==> src/rtl/hsr_pkg.sv <==
package hsr_pkg;

    localparam int OP_W      = 3;
    localparam int ROW_W     = 10;
    localparam int WVAL_W    = 16;
    localparam int ITER_W    = 32;
    localparam int ENERGY_W  = 37;
    localparam int ACT_W     = 11;
    localparam int S_TDATA_W = 40;
    localparam int M_TDATA_W = 72;
    localparam int APB_AW    = 3;
    localparam int APB_DW    = 32;

    localparam int ROW_LSB   = 0;
    localparam int COL_LSB   = 10;
    localparam int WVAL_LSB  = 20;
    localparam int NIN_BIT   = 36;

    localparam logic [ACT_W-1:0] ACTIVE_RESET = 11'd1024;
    localparam logic             REG_ACTIVE   = 1'b0;

    typedef enum logic [OP_W-1:0] {
        OP_WR_WEIGHT = 3'd0,
        OP_WR_NEURON = 3'd1,
        OP_RD_NEURON = 3'd2,
        OP_UPDATE    = 3'd3,
        OP_ENERGY    = 3'd4,
        OP_CLR_COUNT = 3'd5
    } op_t;

    typedef enum logic [3:0] {
        ST_IDLE,
        ST_WMUL,
        ST_WADDR,
        ST_RDWAIT,
        ST_ROW,
        ST_SCAN,
        ST_DRAIN,
        ST_ROWEND,
        ST_COPY,
        ST_CDRAIN,
        ST_FIN
    } state_t;

    typedef struct packed {
        logic field_clr;
        logic field_en;
        logic s_bit;
        logic energy_clr;
        logic energy_en;
        logic si_bit;
    } acc_ctrl_t;

    typedef struct packed {
        logic sweep_init;
        logic row_adv;
        logic row_init;
        logic col_adv;
        logic mul_load;
        logic sel_write;
    } slot_ctrl_t;

endpackage

==> src/rtl/hsr_slot.sv <==
module hsr_slot import hsr_pkg::*; #(
    parameter int MAX_NEURONS = 1024,
    parameter int IDX_W       = 10,
    parameter int ADDR_W      = 19
) (
    input  logic              aclk,
    input  slot_ctrl_t        ctrl,
    input  logic [IDX_W-1:0]  sweep_i,
    input  logic [IDX_W-1:0]  sweep_j,
    input  logic [IDX_W-1:0]  pair_a,
    input  logic [IDX_W-1:0]  pair_b,
    output logic [ADDR_W-1:0] slot_addr
);

    localparam int PAIR_COUNT = MAX_NEURONS * (MAX_NEURONS - 1) / 2;
    localparam int BASE_W     = $clog2(PAIR_COUNT + 1);
    localparam int PROD_W     = 2 * IDX_W + 1;

    logic [BASE_W-1:0] rowbase_reg;
    logic [BASE_W-1:0] colbase_reg;
    logic [PROD_W-1:0] prod_reg;
    logic [IDX_W-1:0]  lo;
    logic [IDX_W-1:0]  hi;
    logic [IDX_W-1:0]  off_lower;
    logic [IDX_W-1:0]  off_upper;
    logic [IDX_W-1:0]  off_pair;
    logic [BASE_W-1:0] sweep_sum;
    logic [PROD_W-2:0] write_sum;

    assign lo        = (pair_a < pair_b) ? pair_a : pair_b;
    assign hi        = (pair_a < pair_b) ? pair_b : pair_a;
    assign off_lower = sweep_i - sweep_j - IDX_W'(1);
    assign off_upper = sweep_j - sweep_i - IDX_W'(1);
    assign off_pair  = hi - lo - IDX_W'(1);

    always_comb begin
        if (sweep_j < sweep_i) begin
            sweep_sum = colbase_reg + BASE_W'(off_lower);
        end else begin
            sweep_sum = rowbase_reg + BASE_W'(off_upper);
        end
        write_sum = prod_reg[PROD_W-1:1] + (PROD_W-1)'(off_pair);
        if (ctrl.sel_write) begin
            slot_addr = ADDR_W'(write_sum);
        end else begin
            slot_addr = ADDR_W'(sweep_sum);
        end
    end

    always_ff @(posedge aclk) begin
        if (ctrl.sweep_init) begin
            rowbase_reg <= '0;
        end else if (ctrl.row_adv) begin
            rowbase_reg <= rowbase_reg + BASE_W'(MAX_NEURONS - 1) - BASE_W'(sweep_i);
        end
        if (ctrl.row_init) begin
            colbase_reg <= '0;
        end else if (ctrl.col_adv) begin
            colbase_reg <= colbase_reg + BASE_W'(MAX_NEURONS - 1) - BASE_W'(sweep_j);
        end
        if (ctrl.mul_load) begin
            prod_reg <= PROD_W'(lo) * (PROD_W'(2 * MAX_NEURONS - 1) - PROD_W'(lo));
        end
    end

endmodule

==> config.mk <==
export PLATFORM = sky130hd
export DESIGN_NAME = hsr_slot
export DESIGN_NICKNAME = d
export VERILOG_FILES = /design/src/rtl/hsr_pkg.sv /design/src/rtl/hsr_slot.sv
export SDC_FILE = /design/constraint.sdc
export NUM_CORES = 1
export LEC_CHECK = 0
export ABC_AREA = 0
export BUFFER_PORTS_ARGS = -buffer_cell sky130_fd_sc_hd__buf_4
export CAP_MARGIN = 0
export CELL_PAD_IN_SITES_DETAIL_PLACEMENT = 0
export CELL_PAD_IN_SITES_GLOBAL_PLACEMENT = 1
export CORE_AREA = 2 2 163 165
export DETAILED_ROUTE_END_ITERATION = 16
export DIE_AREA = 0 0 165 167
export PLACE_DENSITY_LB_ADDON = 0.1
export SYNTH_ARGS = -nofsm -noshare
export SYNTH_HDL_FRONTEND = slang
export SYNTH_SLANG_ARGS = --single-unit
==> constraint.sdc <==
create_clock -name aclk -period 7.8 [get_ports aclk]
set_input_delay 0.39 -clock aclk [delete_from_list [all_inputs] [get_ports aclk]]
set_output_delay 0.39 -clock aclk [all_outputs]
set_load 0.01 [all_outputs]
# Word level (Yosys, flattened, before mapping)
# Index checks and enable logic that the tools add are counted.
# word_totals
ff_bits,58
wordCells,24
inputBits,47
# op_classes
multipliers,1
n_addsub,14
order_cmp,2
muxes,4
# op_table
op,count
$add 19x10->19,3
$add 19x10->19 const B,2
$mux 19,2
$sub 19x10->19,2
$sub 10x1->10 const B,3
$sub 10x10->10,3
$lt 10x10->1,2
$mul 11x12->20,1
$mux 10,2
$sub 11x10->12 const A,1

# Depth between registers and ports, before layout
# depth
depth_word,6
depth_mapped,33

# Worst setup path after synthesis
# Ideal clock, no wire load.
# synth_path
kind,input to register
startpoint,input port pair_b[3]
endpoint,register prod_reg[19] (data pin)
path_stages,30
path_slack_ps,1036
t_required_ps,7536
arrival_time_ps,6500
cell_sequence,inv_1 -> ha_1 -> buf_6 -> a21oi_2 -> nor2_1 -> or3_4 -> o21ai_2 -> buf_4 -> nand2_1 -> a21boi_1 -> inv_1 -> clkbuf_1 -> nand2_1 -> fa_1 -> inv_1 -> fa_1 -> inv_1 -> fa_1 -> inv_1 -> fa_1 -> inv_1 -> fa_1 -> inv_1 -> ha_1 -> a21o_1 -> a21oi_1 -> nand2b_1 -> a21oi_1 -> a211oi_1 -> xnor2_1
# synth_between
elab_chain_len,4
# synth_rtl
item,line_no,text
"start, declared",hsr_slot.sv:11,"input logic [IDX_W-1:0] pair_b,"
$lt 10x10->1,hsr_slot.sv:30,assign lo = (pair_a < pair_b) ? pair_a : pair_b;
$mux 10 *,hsr_slot.sv:30,
$sub 11x10->12,hsr_slot.sv:62,prod_reg <= PROD_W'(lo) * (PROD_W'(2 * MAX_NEURONS - 1) - PROD_W'(lo));
$mul 11x12->20 *,hsr_slot.sv:62,
"end signal, assigned",hsr_slot.sv:62,
"end, declared",hsr_slot.sv:21,logic [PROD_W-1:0] prod_reg;
# Mark *: on every way between the ends. The rest lies on a longest branch, timed or not.
# A chain may end at the register's enable or synchronous reset.

# Worst setup path in the final report
# layout_path
startpoint,input port pair_b[3]
endpoint,register prod_reg[18] (data pin)
# The elaborated chain is that of the path after synthesis.

==> impl_results.md <==
- Met1 GRT Util: 0.261
- WP data required: 7.90 ns
- Final hold violations: 0
- # nets final: 1693
- Antenna violations before repair: 0
- Setup bufs post-CTS: 0
- Clock Latency Late Sink: 0.35 ns
- CTS tree: yes
- WHS: 0.376 ns
- Slew Limit Fails: 0
- RSZ-0062 raised after global routing: false
- Fmax: 140 MHz
- Min-delay src: ctrl[5]
- Count leader, synth: ha_1
- Antenna Cells: 0
- Layout Skew: 0.0109 ns
- Worst slack, placed: 0.300 ns
- P_leak: 6.03 nW
- Synth top area share: 0.226
- Cell taking the most area after synthesis: ha_1
- Final wirelength: 28000 um
- Netlist cell types: 83
- Top_reg_cell synth: dfxtp_1
- Hold crit path type: input port to flop
- Dpl cells: 1706
- Residual DRC: 0
- Hpwl dp: 23800 um
- Slew @ Worst Pin: 1.14 ns
- ANT nets after route: 0
- Syn avg cell area: 8.22 um^2
- FFs w/ async S/R, synth: 0
- Global-route wire length before repair: 45400 um
- Synth-to-Final Area Change: 10.6%
- Final non-filler cell total: 1722
- Layout cells sized above 1: 0.0988
- Reg2reg start: colbase_reg[1]
- Via-to-Cell Ratio: 5.19
- Pwr/cell area: 406 nW/um^2
- WL/cell: 16.2 um
- CP Max Fanout: 17
- Num rows: 59
- Initial DRC count: 407
- Die ar.: 27600 um^2
- CP top delay family: adder cells
- CP Launch Type: input port
- Most instantiated cells after synthesis: ha_1, inv_1, nor2_1
- Post-synth EDFFs: 19
- Synth area leaders: ha_1, fa_1, dfxtp_1
- Placed Area: 11800 um^2
- Final setup viols: 0
- Mapped Cells: 1324
- PnR worst setup slack: 0.642 ns
- Core area: 25800 um^2
- #FFs+latches synth: 57
- Die Span Y: 167 um
- Worst stage delay on the critical path: 0.61 ns
- Total CTS buffers: 9
- Peak VDD IR: 398 uV
- Crit path DAT: 7.26 ns
- Die X: 165 um
- Overflow after GRT: 0
- Worst Path Class, Setup: input port to flop
- PortBufs: 65
- GRT met3 Usage: 0.0179
- R2R Setup Slk: 4.09 ns
- Worst rel slew slack: 0.239
- H-tree levels: 3
- # hold bufs at CTS: 0
- Pin count of the biggest net entering global routing: 33
- Worst Path Buf+Inv: 7
- Root buf cell: clkbuf_16
- Register area share after synthesis: 0.122
- Met2 Use GR: 0.376
- Outcome: complete, no violations
- Clock tree buffer depth: 2
- CP max-delay cell: o21ai_2
- Initial core utilization: 0.422
- Max-cap violation count: 0
- Setup_tns: 0 ns
- Tcrit/Tclk final: 0.918
- Clk pin slew, worst setup/hold paths: 0.07 ns
- Ys Warns: 0
- Number of global-route vias before repair: 8937
- Gpl congestion: 0.863
- Crit. Startpoint: pair_b[3]
- Post_cts resized: 0
- Via count: 8933
- Initial DRT Pass Iterations: 5
- Fin crit period: 7.16 ns
- Mapped Area: 10900 um^2
- Number of I/O pins: 66
- Final Instance Area: 12000 um^2
- Most Crowded Layer GR: met2
- Syn Nets: 1635
- Crit end category: flop
- Clock net sink count: 57
- GRT Total Usage: 0.207
==> cell families after synthesis <==
| kind of cell | count (synthesis) | share of synthesized area |
|---|---|---|
| AO/OA/AOI/OAI | 283 | 0.174 |
| XOR/XNOR | 118 | 0.0950 |
| adder cells (fa/ha/maj) | 264 | 0.350 |
| buffers and inverters | 209 | 0.0751 |
| flip-flops | 57 | 0.122 |
| multiplexers | 39 | 0.0369 |
| AND/OR/NAND/NOR | 354 | 0.147 |
==> stage by stage <==
| step | total power (W) | util |
|---|---|---|
| floorplan | 0.00364 | - |
| global placement | 0.00450 | 0.456 |
| detailed placement | 0.00452 | 0.456 |
| CTS | 0.00496 | 0.467 |
| global route | 0.00555 | 0.467 |
| finish | 0.00489 | 0.467 |
==> cell type report <==
type | instances | area (um^2)
multi-input cells | 1058 | 8740
clock inverters | 7 | 61.3
inverters | 175 | 657
clock buffers | 9 | 225
repair buffers | 81 | 608
fillers | 2610 | 13700
flip-flops and latches | 57 | 1330
well taps | 335 | 419
==> path summary, 6_finish.rpt <==
check,depth (start not counted),endpoint
setup / recovery,27,prod_reg[18]
hold / removal,2,rowbase_reg[11]
hold reg to reg,2,rowbase_reg[3]
setup reg to reg,12,colbase_reg[17]
==> report_power, final <==
group	leakage [nW]	internal [W]	switching (W)
Clock	0.135	0.000222	0.000174
Sequential	0.499	0.000559	0.0000810
Combinational	5.39	0.00175	0.00210
Total	6.03	0.00253	0.00236
==> cell usage in the layout, fill, tap and decap left out, drive strengths merged, types with 6 or more instances in the layout <==
cell | netlist | routed
nor2b | 16 | 16
and2 | 8 | 8
nand3 | 14 | 14
a21oi | 81 | 81
inv | 174 | 179
dfxtp | 38 | 38
o21ai | 54 | 54
a21boi | 8 | 8
o21a | 13 | 13
nand4 | 10 | 10
nor2 | 151 | 151
and3 | 7 | 7
buf | 12 | 81
o41ai | 6 | 6
a211oi | 17 | 17
xor2 | 39 | 39
a31oi | 9 | 9
clkbuf | 22 | 9
o211ai | 7 | 7
mux2i | 36 | 36
ha | 197 | 197
a21o | 36 | 36
nor3 | 19 | 19
xnor2 | 79 | 79
edfxtp | 19 | 19
fa | 67 | 67
o21bai | 13 | 13
or2 | 6 | 6
nand2b | 12 | 12
nand2 | 95 | 95
==> metal layers <==
metal  vias up  wire length (um)  part of all wire
met4         0               523             0.019
met2       119             14200              0.51
met3        24               642             0.023
met5         -                 0                 0
li1       4627                 -                 -
met1      4163             12600              0.45
No activity file was read; power rests on OpenSTA's default activity.
