`config.mk`:
```
export PLATFORM = sky130hd
export DESIGN_NAME = hsr_accum
export DESIGN_NICKNAME = d
export VERILOG_FILES = /design/src/rtl/hsr_pkg.sv /design/src/rtl/hsr_accum.sv
export SDC_FILE = /design/constraint.sdc
export NUM_CORES = 1
export LEC_CHECK = 0
export BUFFER_PORTS_ARGS = -buffer_cell sky130_fd_sc_hd__buf_2
export CORE_MARGIN = 2
export CORE_UTILIZATION = 40
export CTS_CLUSTER_DIAMETER = 200
export DETAILED_ROUTE_END_ITERATION = 10
export GPL_ROUTABILITY_DRIVEN = 0
export PLACE_DENSITY = 0.64
export SLEW_MARGIN = 20
export SYNTH_ARGS = -nofsm -noshare
export SYNTH_HDL_FRONTEND = slang
export SYNTH_SLANG_ARGS = --single-unit
```
`constraint.sdc`:
```
create_clock -name aclk -period 4.35 [get_ports aclk]
set_input_delay 0.87 -clock aclk [delete_from_list [all_inputs] [get_ports aclk]]
set_output_delay 0.87 -clock aclk [all_outputs]
set_load 0.01 [all_outputs]
```
`src/rtl/hsr_pkg.sv`:
```
package hsr_pkg;

    localparam int OP_W      = 3;
    localparam int ROW_W     = 10;
    localparam int WVAL_W    = 16;
    localparam int ITER_W    = 32;
    localparam int ENERGY_W  = 37;
    localparam int ACT_W     = 11;
    localparam int S_TDATA_W = 40;
    localparam int M_TDATA_W = 72;
    localparam int APB_AW    = 3;
    localparam int APB_DW    = 32;

    localparam int ROW_LSB   = 0;
    localparam int COL_LSB   = 10;
    localparam int WVAL_LSB  = 20;
    localparam int NIN_BIT   = 36;

    localparam logic [ACT_W-1:0] ACTIVE_RESET = 11'd1024;
    localparam logic             REG_ACTIVE   = 1'b0;

    typedef enum logic [OP_W-1:0] {
        OP_WR_WEIGHT = 3'd0,
        OP_WR_NEURON = 3'd1,
        OP_RD_NEURON = 3'd2,
        OP_UPDATE    = 3'd3,
        OP_ENERGY    = 3'd4,
        OP_CLR_COUNT = 3'd5
    } op_t;

    typedef enum logic [3:0] {
        ST_IDLE,
        ST_WMUL,
        ST_WADDR,
        ST_RDWAIT,
        ST_ROW,
        ST_SCAN,
        ST_DRAIN,
        ST_ROWEND,
        ST_COPY,
        ST_CDRAIN,
        ST_FIN
    } state_t;

    typedef struct packed {
        logic field_clr;
        logic field_en;
        logic s_bit;
        logic energy_clr;
        logic energy_en;
        logic si_bit;
    } acc_ctrl_t;

    typedef struct packed {
        logic sweep_init;
        logic row_adv;
        logic row_init;
        logic col_adv;
        logic mul_load;
        logic sel_write;
    } slot_ctrl_t;

endpackage

```
`src/rtl/hsr_accum.sv`:
```
module hsr_accum import hsr_pkg::*; #(
    parameter int WEIGHT_BITS = 16,
    parameter int FIELD_W     = 27,
    parameter int EACC_W      = 38
) (
    input  logic                          aclk,
    input  acc_ctrl_t                     ctrl,
    input  logic signed [WEIGHT_BITS-1:0] weight,
    output logic                          field_neg,
    output logic        [ENERGY_W-1:0]    energy_sat
);

    localparam int SAT_W = (EACC_W + 1 > ENERGY_W + 1) ? EACC_W + 1 : ENERGY_W + 1;
    localparam logic signed [SAT_W-1:0] EMAX = SAT_W'(64'sd68719476735);
    localparam logic signed [SAT_W-1:0] EMIN = SAT_W'(-64'sd68719476736);

    logic signed [FIELD_W-1:0] field_reg;
    logic signed [EACC_W-1:0]  energy_reg;
    logic signed [FIELD_W-1:0] w_ext;
    logic signed [EACC_W-1:0]  h_ext;
    logic signed [SAT_W-1:0]   neg;

    assign w_ext     = FIELD_W'(weight);
    assign h_ext     = EACC_W'(field_reg);
    assign field_neg = field_reg[FIELD_W-1];

    always_ff @(posedge aclk) begin
        if (ctrl.field_clr) begin
            field_reg <= '0;
        end else if (ctrl.field_en) begin
            field_reg <= ctrl.s_bit ? field_reg + w_ext : field_reg - w_ext;
        end
        if (ctrl.energy_clr) begin
            energy_reg <= '0;
        end else if (ctrl.energy_en) begin
            energy_reg <= ctrl.si_bit ? energy_reg + h_ext : energy_reg - h_ext;
        end
    end

    always_comb begin
        neg = -SAT_W'(energy_reg);
        if (neg > EMAX) begin
            energy_sat = ENERGY_W'(EMAX);
        end else if (neg < EMIN) begin
            energy_sat = ENERGY_W'(EMIN);
        end else begin
            energy_sat = ENERGY_W'(neg);
        end
    end

endmodule

```
Word-level counts from Yosys, hierarchy flattened
Index checks and enable logic that the tools add are counted.
W data, S select, Z words.
{ "totals": {"regBits": 65, "input_bits": 23, "output_inout_bits": 38, "word_cells": 13} }
{ "op_classes": {"add_sub_neg": 5, "n_lt_le_gt_ge": 2, "n_mux": 4} }
{ "op_table": {"columns": ["op", "count"], "rows": [
  ["$mux W37", 2],
  ["$gt A39 B37 Y1 const B", 1],
  ["$lt A39 B37 Y1 const B", 1],
  ["$neg A38 Y39", 1],
  ["$add A38 B27 Y38", 1],
  ["$mux W38", 1],
  ["$sub A38 B27 Y38", 1],
  ["$add A27 B16 Y27", 1],
  ["$mux W27", 1],
  ["$sub A27 B16 Y27", 1]
]} }

Longest topological paths before layout
Gate-level depths: netlist (run 1).
{ "depth": {"word_depth": 4, "mapped_depth": 16, "mapped_depth_nobuf": 16} }

Worst setup path before layout (run 1)
No wires, ideal clock.
{ "synth_timing": {"kind": "input-to-reg", "start": "input weight[7]", "end": "register field_reg[26]", "setup_time_ns": 0.121, "arrival_ns": 4.347, "required_ns": 4.229, "path_slack_ns": -0.118, "stages": 14, "n_path_buf": 0, "path_cell_list": "or4_4 > nor4_2 > and2_1 > a21oi_1 > xor2_1 > ha_1 > a21oi_1 > o21ai_1 > or4b_2 > a21oi_1 > o31ai_1 > and3_1 > o31ai_1 > mux2_2"} }
{ "synth_between": {"elab_chain_cells": 2, "word_cells_on_any_way": 3, "cone_classes": "add/sub: 2; mux: 1"} }
{ "synth_lines": {"columns": ["element", "line", "source"], "rows": [
  ["start, declared", "hsr_accum.sv:8", "input logic signed [WEIGHT_BITS-1:0] weight,"],
  ["$sub A27 B16 Y27 / $add A27 B16 Y27 (equally long branches)", "hsr_accum.sv:31", "field_reg <= ctrl.s_bit ? field_reg + w_ext : field_reg - w_ext;"],
  ["$mux W27 *", "hsr_accum.sv:31", null],
  ["end signal, assigned", "hsr_accum.sv:31", null],
  ["end, declared", "hsr_accum.sv:17", "logic signed [FIELD_W-1:0] field_reg;"]
]} }
Every way passes the cells marked *; elsewhere a longest branch is shown, timed or not.
A chain may end at the register's enable or synchronous reset.

Worst setup path in the final report (run 1)
{ "layout_timing": {"start": "register field_reg[14]", "end": "register energy_reg[37]"} }
{ "layout_between": {"elab_chain_cells": 2, "word_cells_on_any_way": 3, "cone_classes": "add/sub: 2; mux: 1"} }
{ "layout_lines": {"columns": ["element", "line", "source"], "rows": [
  ["$sub A38 B27 Y38 / $add A38 B27 Y38 (equally long branches)", "hsr_accum.sv:36", "energy_reg <= ctrl.si_bit ? energy_reg + h_ext : energy_reg - h_ext;"],
  ["$mux W38 *", "hsr_accum.sv:36", null],
  ["end signal, assigned", "hsr_accum.sv:36", null],
  ["end, declared", "hsr_accum.sv:18", "logic signed [EACC_W-1:0] energy_reg;"]
]} }
Marked as above.

==> impl_results.md, run 1 <==
- Outcome: complete, but fails checks
- Failing checks: setup timing
- Crit path kind: reg -> reg
- N_diodes: 0
- Final count of negative-setup-slack endpoints: 1
- Die area: 20300 µm²
- Crit. End Element: register
- Antenna violations before repair: 0
- Starting density of the core: 40.9%
- Top area cells in the synthesized netlist: dfxtp_1 17%, ha_1 11%, xor2_1 7.8%
- Final nets: 1220
- Min Tclk post-route: 4350 ps
- Slew @ Worst Pin: 689 ps
- Post-Synthesis Cells: 1020
- R2R depth: 14
- Die Span Y: 143 µm
- CP Max Fanout: 6
- Area leader, netlist: dfxtp_1
- Global-route wire length before repair: 31800 µm
- Worst-path clk slew: 60 ps
- Gate power share: 69.5%
- Max reg flops: 38
- Final antenna-violating net count: 0
- Maximum buffer depth of the clock tree: 2
- EDFF count, synth: 0
- Arrival @ worst endpoint: 4590 ps
- Placeable Area: 18800 µm²
- TritonCTS clock tree: done
- Yosys cell types: 80
- Hold Vio Cnt, Final: 0
- Post-synth top cells: 119 x nor2_1, 83 x a21oi_1, 73 x nand2_1
- H-tree levels: 3
- Top_reg_cell synth: dfxtp_1
- Post-DR wirelength/cell: ~14 µm
- Synthesized flop and latch total: 65
- Fraction of layout cells with a size suffix above 1: around a fifth
- Clock Sinks: 65
- Startpoint type of the worst setup path: register
- CP required: approximately 4600 ps
- Share of Yosys cell area claimed by the top area cell type: between 10% and 20%
- Clk pwr share: approximately 12%
- Mapped Area: between 7000 and 8000 µm²
- Total number of vias: 7450
- DP Wirelength: 15300 µm
- R2r setup slk: -4 ps
- Internal power: 3.18 mW
- Inserted Clock Buffers: 9
- Flop pwr share: 18.1%
- I/O Buffers: 60
- Final Total Pwr: 6.08 mW
- Hold path startpoint: energy_reg[8]
- WHS Endpoint: energy_reg[8]
- NetSw: 2.90 mW
- Pin count of the biggest net entering global routing: 40
- I/O Pins: 61
- Post-Route Utilization: 48.7%
- First-pass DRT Iterations: 6
- Leak: approximately 4.2 nW
- Hold path depth: 2
- Sequential area share after synthesis: 17.0%
- Fill count: roughly 1900
- Tot GR Track Use: between 10% and 20%
- Clk_skew: 10.6 ps
- Power per cell area: 666 nW/µm²
- Residual DRC: 0
- FF-to-FF Start: field_reg[14]
- Hold Path Class: reg -> reg
- Drt initial violations: ~590
- Peak VDD IR: 234 µV
- Pins Over Slew Limit: 0
- Row cnt: 50
- Maxcap violations: 0
- Relative slew slack: approximately 54%
- Vias in the first global route: 6544
- Sw Ratio: a little under half
- Syn Nets: ~1100
- Post-route setup TNS: -4.21 ps
- Synth warnings: 0
- Maximum clock rate: 0.230 GHz
- Die X: 143 µm
- Cts hold-fix bufs: 0
- Clock root buffer: clkbuf_16
- Most common cell in the netlist: nor2_1
- FFs w/ async S/R, synth: 0%
- Synth Area per Inst: 7.53 µm²
- Drt via density: roughly 5.5
- Final setup margin: -4.21 ps
- Area Growth Syn to Fin: 19.1%
- Residual overflow from global routing: 0
- Reg-to-Reg End: energy_reg[37]
- Detailed-route wire length: 19500 µm
- Clk Latency, worst-skew pair: approximately 340 ps
- Unrepaired setup endpoints after global routing: true
- Tcrit/Tclk final: 100%
[cell usage in the layout (no fill, tap or decap), types with 11 or more instances in the layout]
| cell type | count |
|---|---|
| o21ai_2 | 12 |
| a21oi_1 | 79 |
| a31oi_1 | 15 |
| nor3_1 | 38 |
| buf_4 | 78 |
| nor2_1 | 119 |
| ha_1 | 66 |
| o21ai_0 | 58 |
| inv_1 | 34 |
| mux2_2 | 14 |
| nand2_1 | 72 |
| xor2_1 | 68 |
| a211oi_1 | 14 |
| mux2i_1 | 39 |
| nor4_1 | 18 |
| nand3_1 | 26 |
| a21o_1 | 29 |
| dfxtp_1 | 65 |
| xnor2_1 | 46 |
| o21bai_1 | 11 |
| buf_2 | 60 |
[worst max-delay path, stage by stage (launching register included)]
cell,delay [ps]
dfxtp_1,310
or4_4,530
or4b_4,580
nor3_4,230
a21oi_4,110
mux2_2,300
ha_4,270
and3_4,160
or3b_4,370
or2_2,310
o22ai_2,130
a2111oi_2,70
nor3_1,220
mux2i_1,290
mux2_2,360
[power by group through the flow]
| stage | clock network (mW) | registers [mW] | logic, mW |
|---|---|---|---|
| final | 0.757 | 1.10 | 4.23 |
| after global routing | 0.792 | 1.14 | 4.72 |
| after CTS | 0.765 | 1.09 | 4.11 |
| after detailed placement | 0 | 1.10 | 4.09 |
| after global placement | 0 | 1.09 | 4.05 |
| after floorplan | 0 | 1.01 | 3.06 |
[worst max-delay path by stage]
stage | start | endpoint | slack (ps) | cells past startpoint
finish | field_reg[14] | energy_reg[37] | -4 | 14
global route | field_reg[14] | energy_reg[37] | -160 | 15
detailed placement | weight[7] | field_reg[26] | -300 | 15
global placement | weight[7] | field_reg[26] | -180 | 15
floorplan | weight[7] | field_reg[26] | -50 | 14
CTS | field_reg[14] | energy_reg[37] | 20 | 14
[cell type report]
type                            count  area, µm²  share of cell area, %
Clock buffer                       12        256                   2.81
Clock inverter                      4       51.3                  0.561
Inverter                           35        131                   1.44
Multi-Input combinational cell    878       6220                   68.1
Sequential cell                    65       1300                   14.2
Tap cell                          234        293                   3.20
Timing Repair Buffer              138        886                   9.69
[per-layer routing]
metal / GRT usage [%] / part of all wire [%] / up-vias / routed length [µm]
met3: 2.09 / 2.9 / 15 / 569
met1: 28.8 / 54 / 3341 / 10500
met2: 28.3 / 42 / 138 / 8210
met5: 0 / 0 / - / 0
li1: - / - / 3956 / -
met4: 4.64 / 1.1 / 0 / 216
[repair_timing]
action / in CTS / in global routing
setup endpoints to repair: 5 / 31
resized for setup: 3 / 28
cloned: 0 / 1
buffers inserted: 0 / 3
pin swaps: 0 / 14
[logic make-up (layout without fill, tap and decap cells)]
logic type,after synthesis,in the layout,synth area share (%)
multiplexers,54,54,7.29
XOR/XNOR,114,114,13.0
buffers and inverters,78,189,4.29
AND/OR/NAND/NOR,359,359,23.6
AO/OA/AOI/OAI,280,281,23.3
adder cells (fa/ha/maj),70,70,11.6
flip-flops,65,65,17.0
[per-stage QoR]
stage / hold slack [ps] / setup WS [ps] / instances / area (µm²)
detailed placement: 538 / -298 / 1346 / 8660
CTS: 546 / 20.9 / 1362 / 8980
finish: 553 / -4.21 / 1366 / 9140
global route: 572 / -157 / 1366 / 9140
floorplan: 482 / -49.6 / 1020 / 7700
global placement: 536 / -176 / 1346 / 8660
No activity file was read; power rests on OpenSTA's default activity.
==> inputs of run 2 (changes only) <==
--- a/config.mk
+++ b/config.mk
@@ -11,7 +11,7 @@
 export CTS_CLUSTER_DIAMETER = 200
 export DETAILED_ROUTE_END_ITERATION = 10
 export GPL_ROUTABILITY_DRIVEN = 0
-export PLACE_DENSITY = 0.64
+export PLACE_DENSITY = 0.62
 export SLEW_MARGIN = 20
 export SYNTH_ARGS = -nofsm -noshare
 export SYNTH_HDL_FRONTEND = slang
==> constraint.sdc (replaced) <==
create_clock -name aclk -period 4.5 [get_ports aclk]
set_input_delay 0.9 -clock aclk [delete_from_list [all_inputs] [get_ports aclk]]
set_output_delay 0.9 -clock aclk [all_outputs]
set_load 0.01 [all_outputs]
==> run 2 against run 1 <==
The run now ends clean. Combinational power is 7.1% lower. Via count is 0.72% lower. Routed wire length down 2.7%. Critical endpoint unchanged. Largest power group unchanged.
==> impl_results.md, run 2 (synthesized netlist as in run 1, its figures left out) <==
- Post-CTS Resized: 0 (-3)
- Final setup margin: 156 ps (+161 ps)
- NetSw: 2.72 mW (-6.4%)
- Clk pwr share: 13.2% (+0.8 points)
- Hold path startpoint: energy_reg[8]
- Peak VDD IR: 237 µV (+0.94%)
- Post-route cell area: 8910 µm² (-2.5%)
- Final count of negative-setup-slack endpoints: 0 (-1)
- FF-to-FF Start: field_reg[14]
- CP startpoint: field_reg[14]
- CP peak stage delay: 540 ps (-40 ps)
- Outcome: finished, final reports clean
- Final antenna-violating net count: 0 (unchanged)
- Detailed-route wire length: 19000 µm (-2.7%)
- Cell Area, Placed: 8560 µm² (-1.2%)
- Hold Path Class: reg -> reg
- Min Tclk post-route: 4340 ps (-10.6 ps)
- R2R depth: 14 (unchanged)
- Inserted Clock Buffers: 9 (unchanged)
- Post-route setup TNS: 0 ps (+4.21 ps)
- Pre-CTS setup slack: -206 ps (+91.9 ps)
- CP Max Fanout: 6 (unchanged)
- Total number of vias: 7396 (-0.72%)
- Clk Latency, worst-skew pair: 340 ps (about the same)
- H-tree levels: 3 (unchanged)
- Post-DR wirelength/cell: 14.0 µm (-1.7%)
- Sw Ratio: 47.1% (-0.60 points)
- Arrival @ worst endpoint: 4560 ps (-30 ps)
- Clock root buffer: clkbuf_16
- Placeable Area: 18800 µm² (unchanged)
- Hold Vio Cnt, Final: 0 (unchanged)
- Clk_skew: 13.4 ps (+2.76 ps)
- Most common cell after layout, fill and taps aside: nor2_1
- Vias in the first global route: 6622 (+1.2%)
- Starting density of the core: 40.9% (unchanged)
- Leak: 4.16 nW (-1.8%)
- Reg-to-Reg End: energy_reg[37]
- Flop pwr share: 18.6% (+0.5 points)
- Gate power share: 68.2% (-1.3 points)
- Residual DRC: 0 (unchanged)
- WHS Endpoint: energy_reg[8]
- Final nets: 1206 (-1.1%)
- Crit. End Element: register
- Maximum buffer depth of the clock tree: 2 (unchanged)
- Commonest cells after routing, fill and taps aside: 119 x nor2_1, 80 x a21oi_1, 73 x nand2_1
- Max reg flops: 38 (unchanged)
- Multi-input logic area: 6080 µm² (-2.3%)
- Slowest cell on crit path: or4_1
- Post CTS Setup Buffer Count: 0 (unchanged)
- Drt via density: 5.47 (+0.30%)
- Crit-path most repeated cell: mux2_2
- Global-route wire length before repair: 31700 µm (-0.15%)
- CP Cell Sequence: or4_1 -> or4b_1 -> nor3_2 -> a21oi_2 -> mux2_2 -> ha_1 -> and3_1 -> or3b_1 -> or2_2 -> o22ai_1 -> a2111oi_0 -> nor3_1 -> mux2i_1 -> mux2_2
- Unrepaired setup endpoints after global routing: true
- Hold path depth: 2 (unchanged)
- Startpoint type of the worst setup path: register
- Fill count: 1869 (+0.21%)
- Post-Route Utilization: 47.5% (-1.2 points)
- Tcrit/Tclk final: 96.5% (-3.6 points)
- Clock Sinks: 65 (unchanged)
- Internal power: 3.05 mW (-4.2%)
- Sequential standard cell area: 1300 µm² (unchanged)
- Worst-path clk slew: 50 ps (about the same)
- TritonCTS clock tree: done
- Pins Over Slew Limit: 0 (unchanged)
- Maxcap violations: 0 (unchanged)
- Drt initial violations: 444 (-25%)
- First-pass DRT Iterations: 5 (-1)
- CP required: 4720 ps (+140 ps)
- Area Growth Syn to Fin: 16.1%
- Power per cell area: 647 nW/µm² (-2.8%)
- I/O Pins: 61 (unchanged)
- Die area: 20300 µm² (unchanged)
- R2r setup slk: 160 ps (+160 ps)
- DP Wirelength: 15300 µm (about the same)
- Maximum clock rate: 0.230 GHz (+0.24%)
- Row cnt: 50 (unchanged)
- Tot GR Track Use: 18.8% (-0.14 points)
- Antenna violations before repair: 0 (unchanged)
- Cts hold-fix bufs: 0 (unchanged)
- Die X: 143 µm (unchanged)
- Residual overflow from global routing: 0 (unchanged)
- Crit path kind: reg -> reg
- Die Span Y: 143 µm (unchanged)
- Slew @ Worst Pin: 660 ps (-29.0 ps)
- Relative slew slack: 55.6% (+2.0 points)
- Pin count of the biggest net entering global routing: 40 (unchanged)
- N_diodes: 0 (unchanged)
- Fraction of layout cells with a size suffix above 1: 17.8% (-2.6 points)
- I/O Buffers: 60 (unchanged)
==> run 2: changes by cell type in the layout (fill, tap and decap cells not counted), sizes merged <==
| cell | previous run | this run |
|---|---|---|
| buf | 138 | 125 |
| bufinv | 1 | 2 |
| clkbuf | 12 | 11 |
| clkinv | 3 | 4 |
| clkinvlp | 1 | 0 |
| o21a | 7 | 6 |
==> run 2: worst max-delay path by stage <==
stage,cells past startpoint,to,slack (ps)
after floorplan,14,field_reg[26],2
after global placement,15,field_reg[26],-170
after detailed placement,15,field_reg[26],-210
after CTS,14,energy_reg[37],30
after global routing,14,energy_reg[37],-70
final,14,energy_reg[37],160
==> run 2: area by class of cell <==
| cell class | instances | share of cell area, % |
|---|---|---|
| multi-input combinational | 877 | 68.2 |
| inverter | 35 | 1.47 |
| timing repair buffer | 125 | 8.84 |
| clock buffer | 11 | 2.72 |
| tap | 234 | 3.28 |
| sequential | 65 | 14.6 |
| clock inverter | 5 | 0.884 |
==> run 2: metrics by stage <==
stage	hold WS, ps	total power, mW	std cells
2_1_floorplan	482	3.92	1020
3_5_place_dp	553	4.98	1336
4_1_cts	561	5.75	1352
3_3_place_gp	541	4.94	1336
5_1_grt	567	6.34	1352
6_report	558	5.76	1352
==> run 2: worst max-delay path, delay by kind of cell (launching register included) <==
| family | cells | cell delay [ps] |
|---|---|---|
| DFF | 1 | 300 |
| muxes | 3 | 900 |
| AOI/OAI and AO/OA | 3 | 380 |
| adders and majority gates | 1 | 290 |
| and+or+nand+nor | 7 | 2360 |
==> run 2: power by group through the flow <==
stage               logic, mW  clock network (mW)  registers (mW)
floorplan                2.94                   0           0.972
global placement         3.87                   0            1.07
detailed placement       3.89                   0            1.08
CTS                      3.91               0.775            1.07
global route             4.43               0.799            1.11
finish                   3.93               0.763            1.07
==> run 2: metal layers <==
metal  routed length [µm]  track usage [%]  part of all wire, %
met3                  693             1.38                  3.7
met4                  218             5.21                  1.2
met5                    0                0                    0
met1                10100             28.2                   53
met2                 7930             28.7                   42
==> inputs of run 3 (changes only) <==
--- a/config.mk
+++ b/config.mk
@@ -7,11 +7,11 @@
 export LEC_CHECK = 0
 export BUFFER_PORTS_ARGS = -buffer_cell sky130_fd_sc_hd__buf_2
 export CORE_MARGIN = 2
-export CORE_UTILIZATION = 40
+export CORE_UTILIZATION = 30
 export CTS_CLUSTER_DIAMETER = 200
 export DETAILED_ROUTE_END_ITERATION = 10
 export GPL_ROUTABILITY_DRIVEN = 0
-export PLACE_DENSITY = 0.62
+export PLACE_DENSITY = 0.51
 export SLEW_MARGIN = 20
 export SYNTH_ARGS = -nofsm -noshare
 export SYNTH_HDL_FRONTEND = slang
==> run 3 against run 2 <==
Cell count grew 7.5%. Critical path depth is the same. Die area grew 32%. Non-clock buffer count grew 5. Clock skew shrank 7.5 ps. Core utilization shrank 11 points. Worst setup slack gained 24 ps. Final area grew 2.0%. Combinational power grew 2%. Total power grew 1.5%. Count of clock-buffer cells in the layout is the same. First-iteration DRC count grew 17%. Largest cell class unchanged. Largest power group unchanged. Highest routed layer unchanged.
==> impl_results.md, run 3 (synthesized netlist as in run 1, its figures left out) <==
- Residual overflow from global routing: 0 (unchanged)
- Clk pwr share: 13.2% (about the same)
- Clk_skew: 5.91 ps (-7.47 ps)
- Final Total Pwr: 5.85 mW (+1.5%)
- Drt via density: 5.09 (-7.0%)
- NetSw: 2.78 mW (+2.3%)
- WHS: 554 ps (-3.22 ps)
- Clk Latency, worst-skew pair: 340 ps (about the same)
- Sw Ratio: 47.5% (+0.37 points)
- Sequential standard cell area: 1300 µm² (unchanged)
- H-tree levels: 3 (unchanged)
- Worst-path clk slew: 60 ps (about the same)
- DP Wirelength: 16700 µm (+9.1%)
- Tot GR Track Use: 15.4% (-3.4 points)
- CP required: 4730 ps (about the same)
- Leak: 4.19 nW (+0.70%)
- Slew @ Worst Pin: 680 ps (+19.8 ps)
- Die area: 26900 µm² (+32%)
- Commonest cells after routing, fill and taps aside: 119 x nor2_1, 81 x a21oi_1, 73 x nand2_1
- Residual DRC: 0 (unchanged)
- Vias in the first global route: 6791 (+2.6%)
- Die Span Y: 164 µm (+15%)
- Crit. End Element: register
- Min Tclk post-route: 4320 ps (-24.1 ps)
- Die X: 164 µm (+15%)
- Clock root buffer: clkbuf_16
- Fill count: 2687 (+44%)
- Fraction of layout cells with a size suffix above 1: 18.3% (+0.54 points)
- Inserted Clock Buffers: 9 (unchanged)
- Internal power: 3.07 mW (+0.78%)
- Maximum clock rate: 0.232 GHz (+0.56%)
- Maximum buffer depth of the clock tree: 2 (unchanged)
- Final count of negative-setup-slack endpoints: 0 (unchanged)
- Pin count of the biggest net entering global routing: 40 (unchanged)
- Total number of vias: 7400 (+0.054%)
- Hold Vio Cnt, Final: 0 (unchanged)
- Outcome: finished, final reports clean
- Maxcap violations: 0 (unchanged)
- Startpoint type of the worst setup path: register
- Placed insts: 1437 (+7.6%)
- Area Growth Syn to Fin: 18.5%
- Post-DR wirelength/cell: 14.1 µm (+0.63%)
- Starting density of the core: 30.5% (-10 points)
- I/O Buffers: 60 (unchanged)
- Fin cells: 1454 (+7.5%)
- Drt initial violations: 521 (+17%)
- I/O Pins: 61 (unchanged)
- Tcrit/Tclk final: 96.0% (-0.54 points)
- Flop pwr share: 18.2% (-0.4 points)
- Gate power share: 68.5% (+0.3 points)
- Post-Route Utilization: 36.1% (-11 points)
- Final antenna-violating net count: 0 (unchanged)
- First-pass DRT Iterations: 7 (+2)
- Hold Path Class: reg -> reg
- Row cnt: 58 (+16%)
- Detailed-route wire length: 20500 µm (+8.2%)
- Unrepaired setup endpoints after global routing: true
- Pins Over Slew Limit: 0 (unchanged)
- Multi-input logic area: 6090 µm² (+0.23%)
- Final nets: 1211 (+0.41%)
- Peak VDD IR: 266 µV (+12%)
- Crit path kind: reg -> reg
- Global-route wire length before repair: 34000 µm (+7.2%)
- Arrival @ worst endpoint: 4550 ps (about the same)
- Placeable Area: 25200 µm² (+34%)
- Power per cell area: 644 nW/µm² (-0.49%)
- Max reg flops: 38 (unchanged)
- Clock Sinks: 65 (unchanged)
- Most common cell after layout, fill and taps aside: nor2_1
- Relative slew slack: 54.7% (-0.91 points)
- Post-route setup TNS: 0 ps (unchanged)
- TritonCTS clock tree: done
- CP Max Fanout: 6 (unchanged)
- Antenna violations before repair: 1 (+1)
run 3: cell types whose count changed in the layout (fill, tap and decap cells not counted), sizes merged:
cell,change
diode,+1
buf,+5
run 3: stage by stage:
step / area, µm² / setup WS [ps]
2_1_floorplan: 7680 / 2.06
3_3_place_gp: 8720 / -191
3_5_place_dp: 8720 / -226
4_1_cts: 9050 / 98.9
5_1_grt: 9090 / -78.0
6_report: 9090 / 180
run 3: area by class of cell:
class                           instances  area share (%)
Tap cell                              330            4.54
Timing Repair Buffer                  130            9.12
Clock inverter                          5           0.867
Clock buffer                           11            2.67
Antenna cell                            1          0.0275
Inverter                               35            1.44
Multi-Input combinational cell        877            67.0
Sequential cell                        65            14.3
run 3: power groups by stage:
stage               logic (mW)  registers, mW  clock network [mW]
floorplan                 2.94          0.972                   0
global placement          3.97           1.07                   0
finish                    4.01           1.07               0.775
detailed placement        3.97           1.08                   0
CTS                       3.98           1.06               0.788
global route              4.50           1.11               0.817
run 3: worst paths after layout:
check | end | cells past startpoint | slack [ps] | from
worst max-delay path | energy_reg[37] | 14 | 180 | field_reg[14]
worst min-delay path | energy_reg[8] | 2 | 550 | energy_reg[8]
worst max register to register | energy_reg[37] | 14 | 180 | field_reg[14]
worst min register to register | energy_reg[8] | 2 | 550 | energy_reg[8]
run 3: metal layers:
metal | GRT usage (%) | vias to the layer above | share of wire, %
li1 | - | 3931 | -
met1 | 23.0 | 3311 | 54
met2 | 23.2 | 144 | 41
met3 | 2.20 | 14 | 4.0
met4 | 3.83 | 0 | 0.96
met5 | 0 | - | 0
run 3: what timing repair did:
item,in CTS,in global routing
buffers inserted,0,0
endpoints found under the setup margin,1,11
pin swaps,0,2
hold buffers,0,0
gates resized for setup,2,9
run 3: worst max-delay path, cell delays in order (launching register included):
cell and delay [ps]:
dfxtp_1 300, or4_1 550, or4b_4 530, nor3_4 200, a21oi_2 120, mux2_2 280, ha_1 290, and3_1 160
or3b_4 400, or2_2 310, o22ai_2 110, a2111oi_1 80, nor3_1 240, mux2i_1 280, mux2_2 350
